`config.mk`:
```
export PLATFORM = sky130hd
export DESIGN_NAME = sbch_ctrl
export DESIGN_NICKNAME = d
export VERILOG_FILES = /design/src/rtl/sbch_pkg.sv /design/src/rtl/sbch_ctrl.sv
export SDC_FILE = /design/constraint.sdc
export NUM_CORES = 1
export LEC_CHECK = 0
export ABC_AREA = 1
export BUFFER_PORTS_ARGS = -buffer_cell sky130_fd_sc_hd__clkbuf_2
export CAP_MARGIN = 20
export CORE_MARGIN = 2
export CORE_UTILIZATION = 52
export DETAILED_ROUTE_END_ITERATION = 16
export HOLD_SLACK_MARGIN = 0.08
export PLACE_DENSITY = 0.83
export SYNTH_ARGS = -nofsm -noshare
export SYNTH_HDL_FRONTEND = slang
export SYNTH_SLANG_ARGS = --single-unit
```
`constraint.sdc`:
```
create_clock -name clk -period 1.7 [get_ports clk]
set_clock_uncertainty 0.05 [all_clocks]
set_input_delay 0.085 -clock clk [delete_from_list [all_inputs] [get_ports clk]]
set_output_delay 0.085 -clock clk [all_outputs]
set_load 0.01 [all_outputs]
```
`src/rtl/sbch_pkg.sv`:
```
// Package for the square-root binned beam count histogram.
// Holds default parameters, result field widths and the controller/datapath structs.
// Depends on nothing; every other file of the block but sbch_div uses it.
package sbch_pkg;

    localparam int NUM_BINS   = 12;
    localparam int MAX_BEAMS  = 65536;
    localparam int COUNT_BITS = 16;

    // Fixed widths of the result fields.
    localparam int BEAM_TOTAL_W   = 17;
    localparam int SAMPLE_TOTAL_W = 32;
    localparam int MIN_W          = 16;
    localparam int MEDIAN_W       = 17;
    localparam int MAX_W          = 16;
    localparam int BIN_INDEX_W    = 4;
    localparam int BIN_BOUND_W    = 17;
    localparam int BIN_COUNT_W    = 17;

    // Values of record_kind.
    localparam logic KIND_SUMMARY = 1'b0;
    localparam logic KIND_BIN     = 1'b1;

    typedef struct packed {
        logic                      record_kind;
        logic                      is_last;
        logic [BEAM_TOTAL_W-1:0]   beam_total;
        logic [SAMPLE_TOTAL_W-1:0] sample_total;
        logic [MIN_W-1:0]          min_samples;
        logic [MEDIAN_W-1:0]       median_samples;
        logic [MAX_W-1:0]          max_samples;
        logic                      stats_valid;
        logic [BIN_INDEX_W-1:0]    bin_index;
        logic [BIN_BOUND_W-1:0]    bin_low;
        logic [BIN_BOUND_W-1:0]    bin_high;
        logic [BIN_COUNT_W-1:0]    bin_count;
    } sbch_rec_t;

    // Commands from the controller to the datapath.
    typedef struct packed {
        logic load;          // an input transaction is accepted this cycle
        logic setup_init;    // initialize threshold, median and read-address state
        logic acc;           // advance the square accumulator and start a bound division
        logic bnd_load;      // push the finished quotient into the bound lanes
        logic rd_en;         // read the next stored count
        logic scan_step;     // one step of the median scan
        logic med_start;     // start the median division
        logic med_capture;   // store the clamped median
        logic emit_bin;      // the result shown is a bin record
        logic bin_start;     // lower bound of the first bin is zero
        logic bin_next;      // a bin record was taken
        logic last_bin;      // the bin shown is the final one
        logic clear;         // end of the section
    } sbch_cmd_t;

    // Status from the datapath to the controller.
    typedef struct packed {
        logic sum_zero;
        logic div_busy;
        logic addr_last;
    } sbch_sts_t;

endpackage

```
`src/rtl/sbch_ctrl.sv`:
```
// Controller of the histogram block: sequences loading, bound setup, the bin pass,
// the median scan and the result records. Depends on sbch_pkg for the command structs.
module sbch_ctrl #(
    parameter int NUM_BINS = sbch_pkg::NUM_BINS
) (
    input  logic                          clk,
    input  logic                          rst_n,
    input  logic                          in_valid,
    input  logic                          in_last,
    output logic                          in_ready,
    output logic                          out_valid,
    input  logic                          out_ready,
    input  sbch_pkg::sbch_sts_t           sts,
    output sbch_pkg::sbch_cmd_t           cmd,
    output logic [$clog2(NUM_BINS)-1:0]   bin_idx
);

    localparam int IDX_W = $clog2(NUM_BINS);
    localparam logic [IDX_W-1:0] IDX_LAST  = IDX_W'(NUM_BINS - 1);
    localparam logic [IDX_W-1:0] IDX_BOUND = IDX_W'(NUM_BINS - 2);

    typedef enum logic [10:0] {
        ST_LOAD    = 11'b000_0000_0001,
        ST_CHECK   = 11'b000_0000_0010,
        ST_ACC     = 11'b000_0000_0100,
        ST_DIV     = 11'b000_0000_1000,
        ST_CLASS   = 11'b000_0001_0000,
        ST_DRAIN   = 11'b000_0010_0000,
        ST_SCAN    = 11'b000_0100_0000,
        ST_MSTART  = 11'b000_1000_0000,
        ST_MWAIT   = 11'b001_0000_0000,
        ST_SUMMARY = 11'b010_0000_0000,
        ST_BINS    = 11'b100_0000_0000
    } state_t;

    state_t           state_reg, state_next;
    logic [IDX_W-1:0] idx_reg, idx_next;

    assign bin_idx   = idx_reg;
    assign in_ready  = (state_reg == ST_LOAD);
    assign out_valid = (state_reg == ST_SUMMARY) || (state_reg == ST_BINS);

    always_comb
    begin
        state_next = state_reg;
        idx_next   = idx_reg;
        cmd        = '0;
        cmd.load   = in_valid && in_ready;
        unique case (state_reg)
            ST_LOAD:
            begin
                if (in_valid && in_last)
                begin
                    state_next = ST_CHECK;
                end
            end
            ST_CHECK:
            begin
                idx_next = '0;
                if (sts.sum_zero)
                begin
                    state_next = ST_SUMMARY;
                end
                else
                begin
                    cmd.setup_init = 1'b1;
                    state_next     = ST_ACC;
                end
            end
            ST_ACC:
            begin
                cmd.acc    = 1'b1;
                state_next = ST_DIV;
            end
            ST_DIV:
            begin
                if (!sts.div_busy)
                begin
                    cmd.bnd_load = 1'b1;
                    if (idx_reg == IDX_BOUND)
                    begin
                        idx_next   = '0;
                        state_next = ST_CLASS;
                    end
                    else
                    begin
                        idx_next   = idx_reg + IDX_W'(1);
                        state_next = ST_ACC;
                    end
                end
            end
            ST_CLASS:
            begin
                cmd.rd_en = 1'b1;
                if (sts.addr_last)
                begin
                    state_next = ST_DRAIN;
                end
            end
            ST_DRAIN:
            begin
                state_next = ST_SCAN;
            end
            ST_SCAN:
            begin
                cmd.scan_step = 1'b1;
                if (idx_reg == IDX_LAST)
                begin
                    idx_next   = '0;
                    state_next = ST_MSTART;
                end
                else
                begin
                    idx_next = idx_reg + IDX_W'(1);
                end
            end
            ST_MSTART:
            begin
                cmd.med_start = 1'b1;
                state_next    = ST_MWAIT;
            end
            ST_MWAIT:
            begin
                if (!sts.div_busy)
                begin
                    cmd.med_capture = 1'b1;
                    state_next      = ST_SUMMARY;
                end
            end
            ST_SUMMARY:
            begin
                if (out_ready)
                begin
                    if (sts.sum_zero)
                    begin
                        cmd.clear  = 1'b1;
                        state_next = ST_LOAD;
                    end
                    else
                    begin
                        cmd.bin_start = 1'b1;
                        idx_next      = '0;
                        state_next    = ST_BINS;
                    end
                end
            end
            ST_BINS:
            begin
                cmd.emit_bin = 1'b1;
                cmd.last_bin = (idx_reg == IDX_LAST);
                if (out_ready)
                begin
                    cmd.bin_next = 1'b1;
                    if (idx_reg == IDX_LAST)
                    begin
                        cmd.clear  = 1'b1;
                        state_next = ST_LOAD;
                    end
                    else
                    begin
                        idx_next = idx_reg + IDX_W'(1);
                    end
                end
            end
            default:
            begin
                state_next = ST_LOAD;
            end
        endcase
    end

    always_ff @(posedge clk or negedge rst_n)
    begin
        if (!rst_n)
        begin
            state_reg <= ST_LOAD;
            idx_reg   <= '0;
        end
        else
        begin
            state_reg <= state_next;
            idx_reg   <= idx_next;
        end
    end

`ifndef NO_ASSERTIONS
    // Loading and result delivery never overlap.
    a_no_overlap: assert property (@(posedge clk) disable iff (!rst_n)
        !(in_ready && out_valid))
        else $error("input ready while a result is offered");

    // A finished bound division always moves on to the next bound or to the bin pass.
    a_div_exit: assert property (@(posedge clk) disable iff (!rst_n)
        (state_reg == ST_DIV && !sts.div_busy) |=>
        (state_reg == ST_ACC || state_reg == ST_CLASS))
        else $error("bound division did not hand over");

    // A stalled bin record keeps its index.
    a_bin_hold: assert property (@(posedge clk) disable iff (!rst_n)
        (state_reg == ST_BINS && !out_ready) |=> (state_reg == ST_BINS && $stable(idx_reg)))
        else $error("bin record changed while stalled");

    // A section is closed only by an accepted last beam.
    a_check_entry: assert property (@(posedge clk) disable iff (!rst_n)
        (state_reg == ST_CHECK) |-> $past(state_reg == ST_LOAD && in_valid && in_last))
        else $error("section closed without a last beam");
`endif

endmodule

```
==> impl_metrics.tcl, run 1 <==
set metrics [dict create \
    dp_hpwl_mm 2.20 \
    timing.slew.headroom_pct 72.9 \
    syn_nets 177 \
    violations "negative setup slack" \
    final_cell_mix "nand2_1 (36), inv_1 (30), clkbuf_2 (21)" \
    avgSynthCellArea_um2 6.65 \
    grt_antenna_before_repair 0 \
    place_inst 222 \
    netlist_area_um2 1110 \
    final_hold_viol_count 0 \
    finalNonFillerCells 244 \
    cts.sinks 15 \
    pwr-share-comb_pct 60.7 \
    synthDistinctLibCells 21 \
    io_pins 27 \
    critical_path_required_ns 1.82 \
    maxSlewViolCount 0 \
    wirelength_mm 3.92 \
    tritoncts "built" \
    drv_cap 0 \
    root_buffer "clkbuf_4" \
    path_class "reg2reg" \
    start_util_pct 56.1 \
    ant_nets 0 \
    tightest_slew_ns 0.406 \
    syn_to_final_growth_pct 46.7 \
    pre_cts_slack_ns 0.0394 \
    p_seq_share_pct 27.2 \
    clkLatencyLatePin_ns 0.29 \
    grt_pass1_wl_mm 4.97 \
    p_switching_uw 849 \
    ys_seq_area_share_pct 33.9 \
    peakVddDrop_mv 0.876 \
    antenna_cells 0 \
    critPathArrivalTime_ns 1.95 \
    fin_tns_setup_ns -1.19 \
    drt_iter0_markers 52 \
    grt_remaining_overflow 0 \
    grt_max_degree 16 \
    final_layout_size_suffix_gt1_share_pct 44.7 \
    fp-row-count 16 \
    sw_frac_of_total_pct 49.3 \
    start_kind "flip-flop" \
    die_x_um 50.2 \
    layout_commonest_cell "nand2_1" \
    core_area_um2 1980 \
    fmax_mhz 546 \
    rsz0062_at_grt "true" \
    fin_crit_ns 1.83 \
    yosys_warnings 0 \
    dr.pass1.iters 4 \
    clock_path_buffers 2 \
    period_share_pct 108 \
    status "finished, violations left" \
    path_max_fanout 8 \
    clk_pin_slew_worst_paths_ns 0.10 \
    leakagePower_uw 0.000964 \
    hp-class "in2reg" \
    grt_util_all_layers_pct 26.3 \
    nets 228 \
    avgViaCountPerCell 5.41 \
    p_int_uw 874 \
    setup_slack_ns -0.131 \
    numCtsBuffers 3 \
    clockPowerShare_pct 12.1 \
    synthCells 167 \
    fin_hold_ws_ns 0.160 \
    dieArea_um2 2520 \
    largest_register_ffs 11 \
    route.detailed.drc 0 \
    htreeDepth 1 \
    powerDensity_nw_per_um2 1060 \
    vias 1320 \
    finalSetupViolations 17 \
    grt_pass1_vias 1159 \
    portBuffers 26 \
    endpoint_kind "flip-flop" \
    place.gp.congestion 0.868 \
    post_drt_wl_per_cell_um 16.1 \
    die_y_um 50.2 \
    ys_ff_latch 15 \
]
## metrics by stage
stage / cell area [um2] / util [%] / total power, uW
2_1_floorplan: 1110 / - / 1010
3_3_place_gp: 1290 / 65.1 / 1160
3_5_place_dp: 1290 / 65.1 / 1180
4_1_cts: 1400 / 70.4 / 1450
5_1_grt: 1630 / 82.3 / 1830
6_report: 1630 / 82.3 / 1720
## timing repair
action	in CTS	in global routing
hold endpoints to repair	17	0
buffers inserted	3	12
setup endpoints to repair	5	23
resized for setup	7	44
cloned	0	0
hold buffers	3	0
pin swaps	5	17
## routing by layer
layer	wire length [um]	track usage, %	share of wire [%]
met5	0	0	0
met4	186	10.2	4.7
met3	280	3.27	7.1
met2	2040	50.0	52
met1	1410	29.3	36
## area by class of cell
type                    count  area (um2)
fillers                   125         352
multi-input cells         117         743
clock buffers               4        26.3
inverters                  35         136
flip-flops and latches     15         379
well taps                  27        33.8
repair buffers             46         312
## final timing paths
check,start,endpoint,depth (start not counted),slack [ns]
max,state_reg[10]$_DFFE_PN0P_,bin_idx[1]$_DFFE_PN0P_,10,-0.13
min,sts[2],state_reg[2]$_DFFE_PN0P_,4,0.16
max reg2reg,state_reg[10]$_DFFE_PN0P_,bin_idx[1]$_DFFE_PN0P_,10,-0.13
min reg2reg,bin_idx[1]$_DFFE_PN0P_,bin_idx[1]$_DFFE_PN0P_,2,0.55
max in group asynchronous,rst_n,state_reg[0]$_DFFE_PN1P_,2,1.05
min in group asynchronous,rst_n,bin_idx[3]$_DFFE_PN0P_,2,0.20
## cell usage after synthesis
| library cell | number | share of area [%] |
|---|---|---|
| a21oi_1 | 2 | 0.90 |
| clkinv_1 | 1 | 0.34 |
| dfrtp_1 | 14 | 32 |
| dfstp_2 | 1 | 2.4 |
| ha_1 | 2 | 2.3 |
| inv_1 | 32 | 11 |
| inv_2 | 1 | 0.34 |
| inv_4 | 1 | 0.56 |
| nand2_1 | 45 | 15 |
| nand2_2 | 8 | 4.5 |
| nand2_4 | 3 | 3.0 |
| nand3_1 | 16 | 7.2 |
| nand4_1 | 1 | 0.56 |
| nor2_1 | 18 | 6.1 |
| nor2_2 | 4 | 2.3 |
| nor2_4 | 3 | 3.0 |
| nor2_8 | 1 | 1.8 |
| nor3_1 | 7 | 3.2 |
| o21ai_1 | 4 | 1.8 |
| o21bai_1 | 1 | 0.68 |
| xor2_1 | 2 | 1.6 |
## critical path, stage by stage (launching register included)
cell	delay, ns
dfrtp_1	0.43
nor2_1	0.14
nand2_2	0.13
nor2_4	0.26
nand2_2	0.13
nand2_2	0.11
inv_2	0.05
nand4_1	0.18
nand2_4	0.11
nand2_1	0.07
o21ai_1	0.06
## power by group through the flow
stage / clock network, uW / registers (uW) / logic (uW)
after global placement: 0 / 471 / 687
final: 208 / 468 / 1050
after global routing: 227 / 470 / 1130
after CTS: 209 / 471 / 766
after floorplan: 0 / 471 / 535
after detailed placement: 0 / 477 / 707
## cell families after synthesis
group	count (synthesis)	synth area share, %
AOI/OAI and AO/OA	7	3.38
xor gates and xnor gates	2	1.58
adders and majority gates	2	2.25
buffers and inverters	35	12.0
DFF	15	33.9
and+or+nand+nor	106	46.8
No activity file was read; power rests on OpenSTA's default activity.
==> run 2: changes to the inputs <==
- GPL_TIMING_DRIVEN: default -> 0
- PLACE_DENSITY: 0.83 -> default
- PLACE_DENSITY_LB_ADDON: default -> 0.1
==> impl_metrics.tcl, run 2 (synthesized netlist as in run 1, its figures left out) <==
set metrics [dict create \
    pwr-share-comb_pct 55.5 \
    grt_max_degree 16 \
    leakagePower_uw 0.000890 \
    largest_register_ffs 11 \
    dr.pass1.iters 4 \
    final_util_pct 74.4 \
    ant_nets 0 \
    post_drt_wl_per_cell_um 11.5 \
    ff_latch_area_um2 377 \
    portBuffers 26 \
    setup_slack_ns -0.0100 \
    io_pins 27 \
    die_y_um 50.2 \
    status "finished, violations left" \
    violations "negative setup slack" \
    endpoint_kind "output port" \
    fmax_mhz 585 \
    root_buffer "clkbuf_4" \
    antenna_cells 0 \
    powerDensity_nw_per_um2 1060 \
    drv_cap 0 \
    maxSlewViolCount 0 \
    htreeDepth 1 \
    multi_input_area_um2 692 \
    met1_usage_pct 28.2 \
    critical_path_required_ns 1.56 \
    avgViaCountPerCell 4.79 \
    start_util_pct 56.1 \
    fillers 160 \
    fp-row-count 16 \
    grt_util_all_layers_pct 21.4 \
    wirelength_mm 2.69 \
    finalNonFillerCells 234 \
    route.detailed.drc 0 \
    p_seq_share_pct 30.6 \
    path_max_fanout 8 \
    met3_usage_pct 1.79 \
    start_kind "flip-flop" \
    grt_pass1_vias 1028 \
    finalSetupViolations 1 \
    critPathArrivalTime_ns 1.58 \
    vias 1120 \
    sw_frac_of_total_pct 48.2 \
    cts.sinks 15 \
    hp-class "in2reg" \
    grt_remaining_overflow 0 \
    clock_path_buffers 2 \
    path_class "reg2out" \
    tightest_slew_ns 0.390 \
    place_inst 220 \
    numCtsBuffers 3 \
    die_x_um 50.2 \
    tritoncts "built" \
    p_int_uw 810 \
    grt_antenna_before_repair 0 \
    layout_commonest_cell "nand2_1" \
    place.gp.congestion 0.815 \
    peakVddDrop_mv 0.798 \
    clkLatencyLatePin_ns 0.29 \
    final_layout_size_suffix_gt1_share_pct 40.6 \
    grt_pass1_wl_mm 4.22 \
    dp_hpwl_mm 1.97 \
    syn_to_final_growth_pct 32.8 \
    grt_busiest_layer "met2" \
    fin_crit_ns 1.71 \
    drt_iter0_markers 19 \
    period_share_pct 101 \
    dieArea_um2 2520 \
    rsz0062_at_grt "true" \
    final_cell_mix "nand2_1 (36), inv_1 (29), clkbuf_2 (22)" \
    clk_pin_slew_worst_paths_ns 0.10 \
    p_switching_uw 753 \
    clockPowerShare_pct 13.9 \
    core_area_um2 1980 \
    use_met2_pct 36.8 \
    nets 218 \
    timing.slew.headroom_pct 74.0 \
    final_hold_viol_count 0 \
]
==> run 2: cell count changes in the layout (fill, tap and decap cells not counted), moves of 2 or more <==
cell / delta
buf_4: -7
buf_6: -5
nor2_1: +3
nor3_2: +3
dfrtp_1: +2
dfrtp_2: -2
inv_2: +2
nand2_2: +2
nand2_4: -2
nand3_2: +2
nand3_4: -2
nor2_4: -2
nor3_4: -2
==> run 2: worst paths after layout <==
path                                           startpoint                        end  slack (ns)  cells after the start
worst max register to register   state_reg[0]$_DFFE_PN1P_     bin_idx[2]$_DFFE_PN0P_        0.03                     11
max in group asynchronous                           rst_n   state_reg[0]$_DFFE_PN1P_        1.08                      2
min in group asynchronous                           rst_n     bin_idx[1]$_DFFE_PN0P_        0.19                      2
worst min register to register     bin_idx[1]$_DFFE_PN0P_     bin_idx[1]$_DFFE_PN0P_        0.55                      2
worst max-delay path            state_reg[10]$_DFFE_PN0P_                    cmd[12]       -0.01                      6
worst min-delay path                               sts[2]  state_reg[10]$_DFFE_PN0P_        0.13                      3
==> run 2: layout make-up <==
type	count	area share, %
well taps	27	2.29
repair buffers	36	14.4
inverters	35	9.08
multi-input cells	117	46.9
clock buffers	4	1.78
flip-flops and latches	15	25.5
==> run 2: routing by layer <==
metal	vias to the layer above	share of wire (%)
li1	587	-
met1	505	44
met2	24	51
met3	4	3.8
met4	0	1.1
met5	-	0
==> run 2: timing repair <==
item,CTS,global route
endpoints found under the setup margin,5,20
buffers inserted,1,6
hold endpoints to repair,17,0
pin swaps,2,8
gates resized for setup,8,25
hold buffers,3,0
==> run 2: worst max-delay path, stage by stage, from the launching register on <==
cell and delay (ns):
dfrtp_1 0.43, nor2_2 0.13, nand2_2 0.10, nor2_4 0.23, nand2_2 0.13, nor2_2 0.13
buf_2 0.13
==> run 2: power groups by stage <==
stage / sequential [uW] / combinational, uW / clock [uW]
4_1_cts: 475 / 744 / 212
6_report: 478 / 868 / 217
5_1_grt: 484 / 964 / 235
2_1_floorplan: 471 / 535 / 0
3_5_place_dp: 471 / 717 / 0
3_3_place_gp: 469 / 701 / 0
==> run 2: stage by stage <==
stage	setup TNS (ns)	hold slack [ns]	instance area [um2]	setup slack, ns	total power [uW]
final	-0.0100	0.127	1480	-0.0100	1560
after global routing	-0.718	0.140	1480	-0.110	1680
after CTS	0	0.103	1370	0.00179	1430
after detailed placement	0	-0.0278	1270	0.00982	1190
after global placement	0	-0.0353	1270	0.0205	1170
after floorplan	0	-0.261	1110	0.133	1010
==> run 3: changes to the inputs <==
- CORE_UTILIZATION: 52 -> 55
- CTS_BUF_LIST: default -> sky130_fd_sc_hd__clkbuf_2
==> impl_metrics.tcl, run 3 (synthesized netlist as in run 1, its figures left out) <==
set metrics [dict create \
    status "finished, violations left" \
    violations "negative setup slack" \
    tritoncts "built" \
    dp_hpwl_mm 2.03 \
    drt_iter0_markers 27 \
    avgViaCountPerCell 5.09 \
    reg2reg_from "state_reg[10]$_DFFE_PN0P_" \
    clkLatencyLatePin_ns 0.30 \
    place_inst 220 \
    largest_register_ffs 11 \
    root_buffer "clkbuf_2" \
    critical_path_required_ns 1.56 \
    fin_crit_ns 1.85 \
    route.detailed.drc 0 \
    hold_path.startpoint "sts[2]" \
    post_drt_wl_per_cell_um 12.3 \
    grt_remaining_overflow 0 \
    pre_cts_slack_ns 0.0220 \
    start_kind "flip-flop" \
    fillers 151 \
    antenna_cells 0 \
    peakVddDrop_mv 0.867 \
    ff_latch_area_um2 377 \
    numCtsBuffers 3 \
    final_layout_size_suffix_gt1_share_pct 39.8 \
    grt_max_degree 16 \
    multi_input_area_um2 716 \
    die_x_um 48.9 \
    path_class "reg2out" \
    fin_hold_ws_ns 0.154 \
    tightest_slew_ns 0.437 \
    setup_slack_ns -0.148 \
    fmax_mhz 541 \
    rsz0062_at_grt "true" \
    critPathArrivalTime_ns 1.71 \
    portBuffers 26 \
    wirelength_mm 2.94 \
    core_area_um2 1940 \
    final_hold_viol_count 0 \
    crit_path_start "state_reg[10]$_DFFE_PN0P_" \
    io_pins 27 \
    leakagePower_uw 0.000951 \
    syn_to_final_growth_pct 38.5 \
    powerDensity_nw_per_um2 1010 \
    clk_pin_slew_worst_paths_ns 0.15 \
    place_area_um2 1270 \
    nets 222 \
    ant_nets 0 \
    final_cell_mix "nand2_1 (38), inv_1 (31), clkbuf_2 (19)" \
    htreeDepth 1 \
    finalSetupViolations 20 \
    fp-row-count 16 \
    dr.pass1.iters 4 \
    dieArea_um2 2400 \
    grt_util_all_layers_pct 24.9 \
    clock_path_buffers 2 \
    grt_pass1_wl_mm 4.65 \
    grt_pass1_vias 1125 \
    timing.slew.headroom_pct 70.6 \
    period_share_pct 109 \
    maxSlewViolCount 0 \
    place.gp.congestion 0.833 \
    vias 1211 \
    grt_antenna_before_repair 0 \
    hp-class "in2reg" \
    layout_commonest_cell "nand2_1" \
    endpoint_kind "output port" \
    cts.sinks 15 \
    final_cell_area_um2 1540 \
    finalNonFillerCells 238 \
    drv_cap 0 \
    path_max_fanout 8 \
    start_util_pct 57.2 \
    die_y_um 48.9 \
]
[run 3: cell count changes in the layout (fill, tap and decap cells not counted), sizes merged]
| cell | previous run | this run |
|---|---|---|
| buf | 11 | 22 |
| clkbuf | 26 | 19 |
[run 3: layout make-up]
cell class / instances / area share [%]
multi-input combinational: 117 / 46.5
sequential: 15 / 24.5
timing repair buffer: 40 / 16.8
inverter: 35 / 8.70
tap: 27 / 2.20
clock buffer: 4 / 1.30
[run 3: timing repair]
item / in CTS / in global routing
endpoints found under the setup margin: 8 / 22
gates resized for setup: 12 / 32
buffers inserted: 8 / 5
gates cloned: 0 / 0
hold buffers: 3 / 0
pin swaps: 8 / 9
hold endpoints to repair: 17 / 0
[run 3: critical path: stages (launching register included)]
cell     delay (ns)
dfrtp_1        0.45
nor2_1         0.20
nand2_2        0.13
nor2_4         0.25
nand2_2        0.13
nor2_2         0.11
buf_2          0.13
[run 3: where the power goes]
| part | internal [uW] | leakage [uW] | total, uW | switching, uW |
|---|---|---|---|---|
| Sequential | 418 | 0.000202 | 481 | 63.0 |
| Clock | 62.3 | 0.0000166 | 187 | 125 |
| Combinational | 309 | 0.000732 | 883 | 574 |
| Total | 789 | 0.000951 | 1550 | 762 |
[run 3: layer usage]
layer | global-route usage, % | part of all wire, % | vias up
met3 | 3.99 | 4.1 | 5
met4 | 7.62 | 1.2 | 0
met2 | 45.0 | 51 | 44
met5 | 0 | 0 | -
li1 | - | - | 595
met1 | 30.3 | 43 | 567
[run 3: final timing paths]
kind / slack, ns / cells after the start / to
min in group asynchronous: 0.16 / 2 / state_reg[6]$_DFFE_PN0P_
min reg2reg: 0.55 / 2 / bin_idx[2]$_DFFE_PN0P_
min: 0.15 / 3 / state_reg[10]$_DFFE_PN0P_
max in group asynchronous: 1.12 / 2 / state_reg[0]$_DFFE_PN1P_
max: -0.15 / 6 / cmd[9]
max reg2reg: -0.13 / 9 / bin_idx[0]$_DFFE_PN0P_
[run 3: through the flow]
step	setup TNS [ns]	util, %	power, uW
after global routing	-3.04	79.3	1660
after global placement	0	65.7	1160
after detailed placement	0	65.7	1180
after floorplan	0	-	1010
after CTS	-0.0748	73.8	1440
final	-1.48	79.3	1550
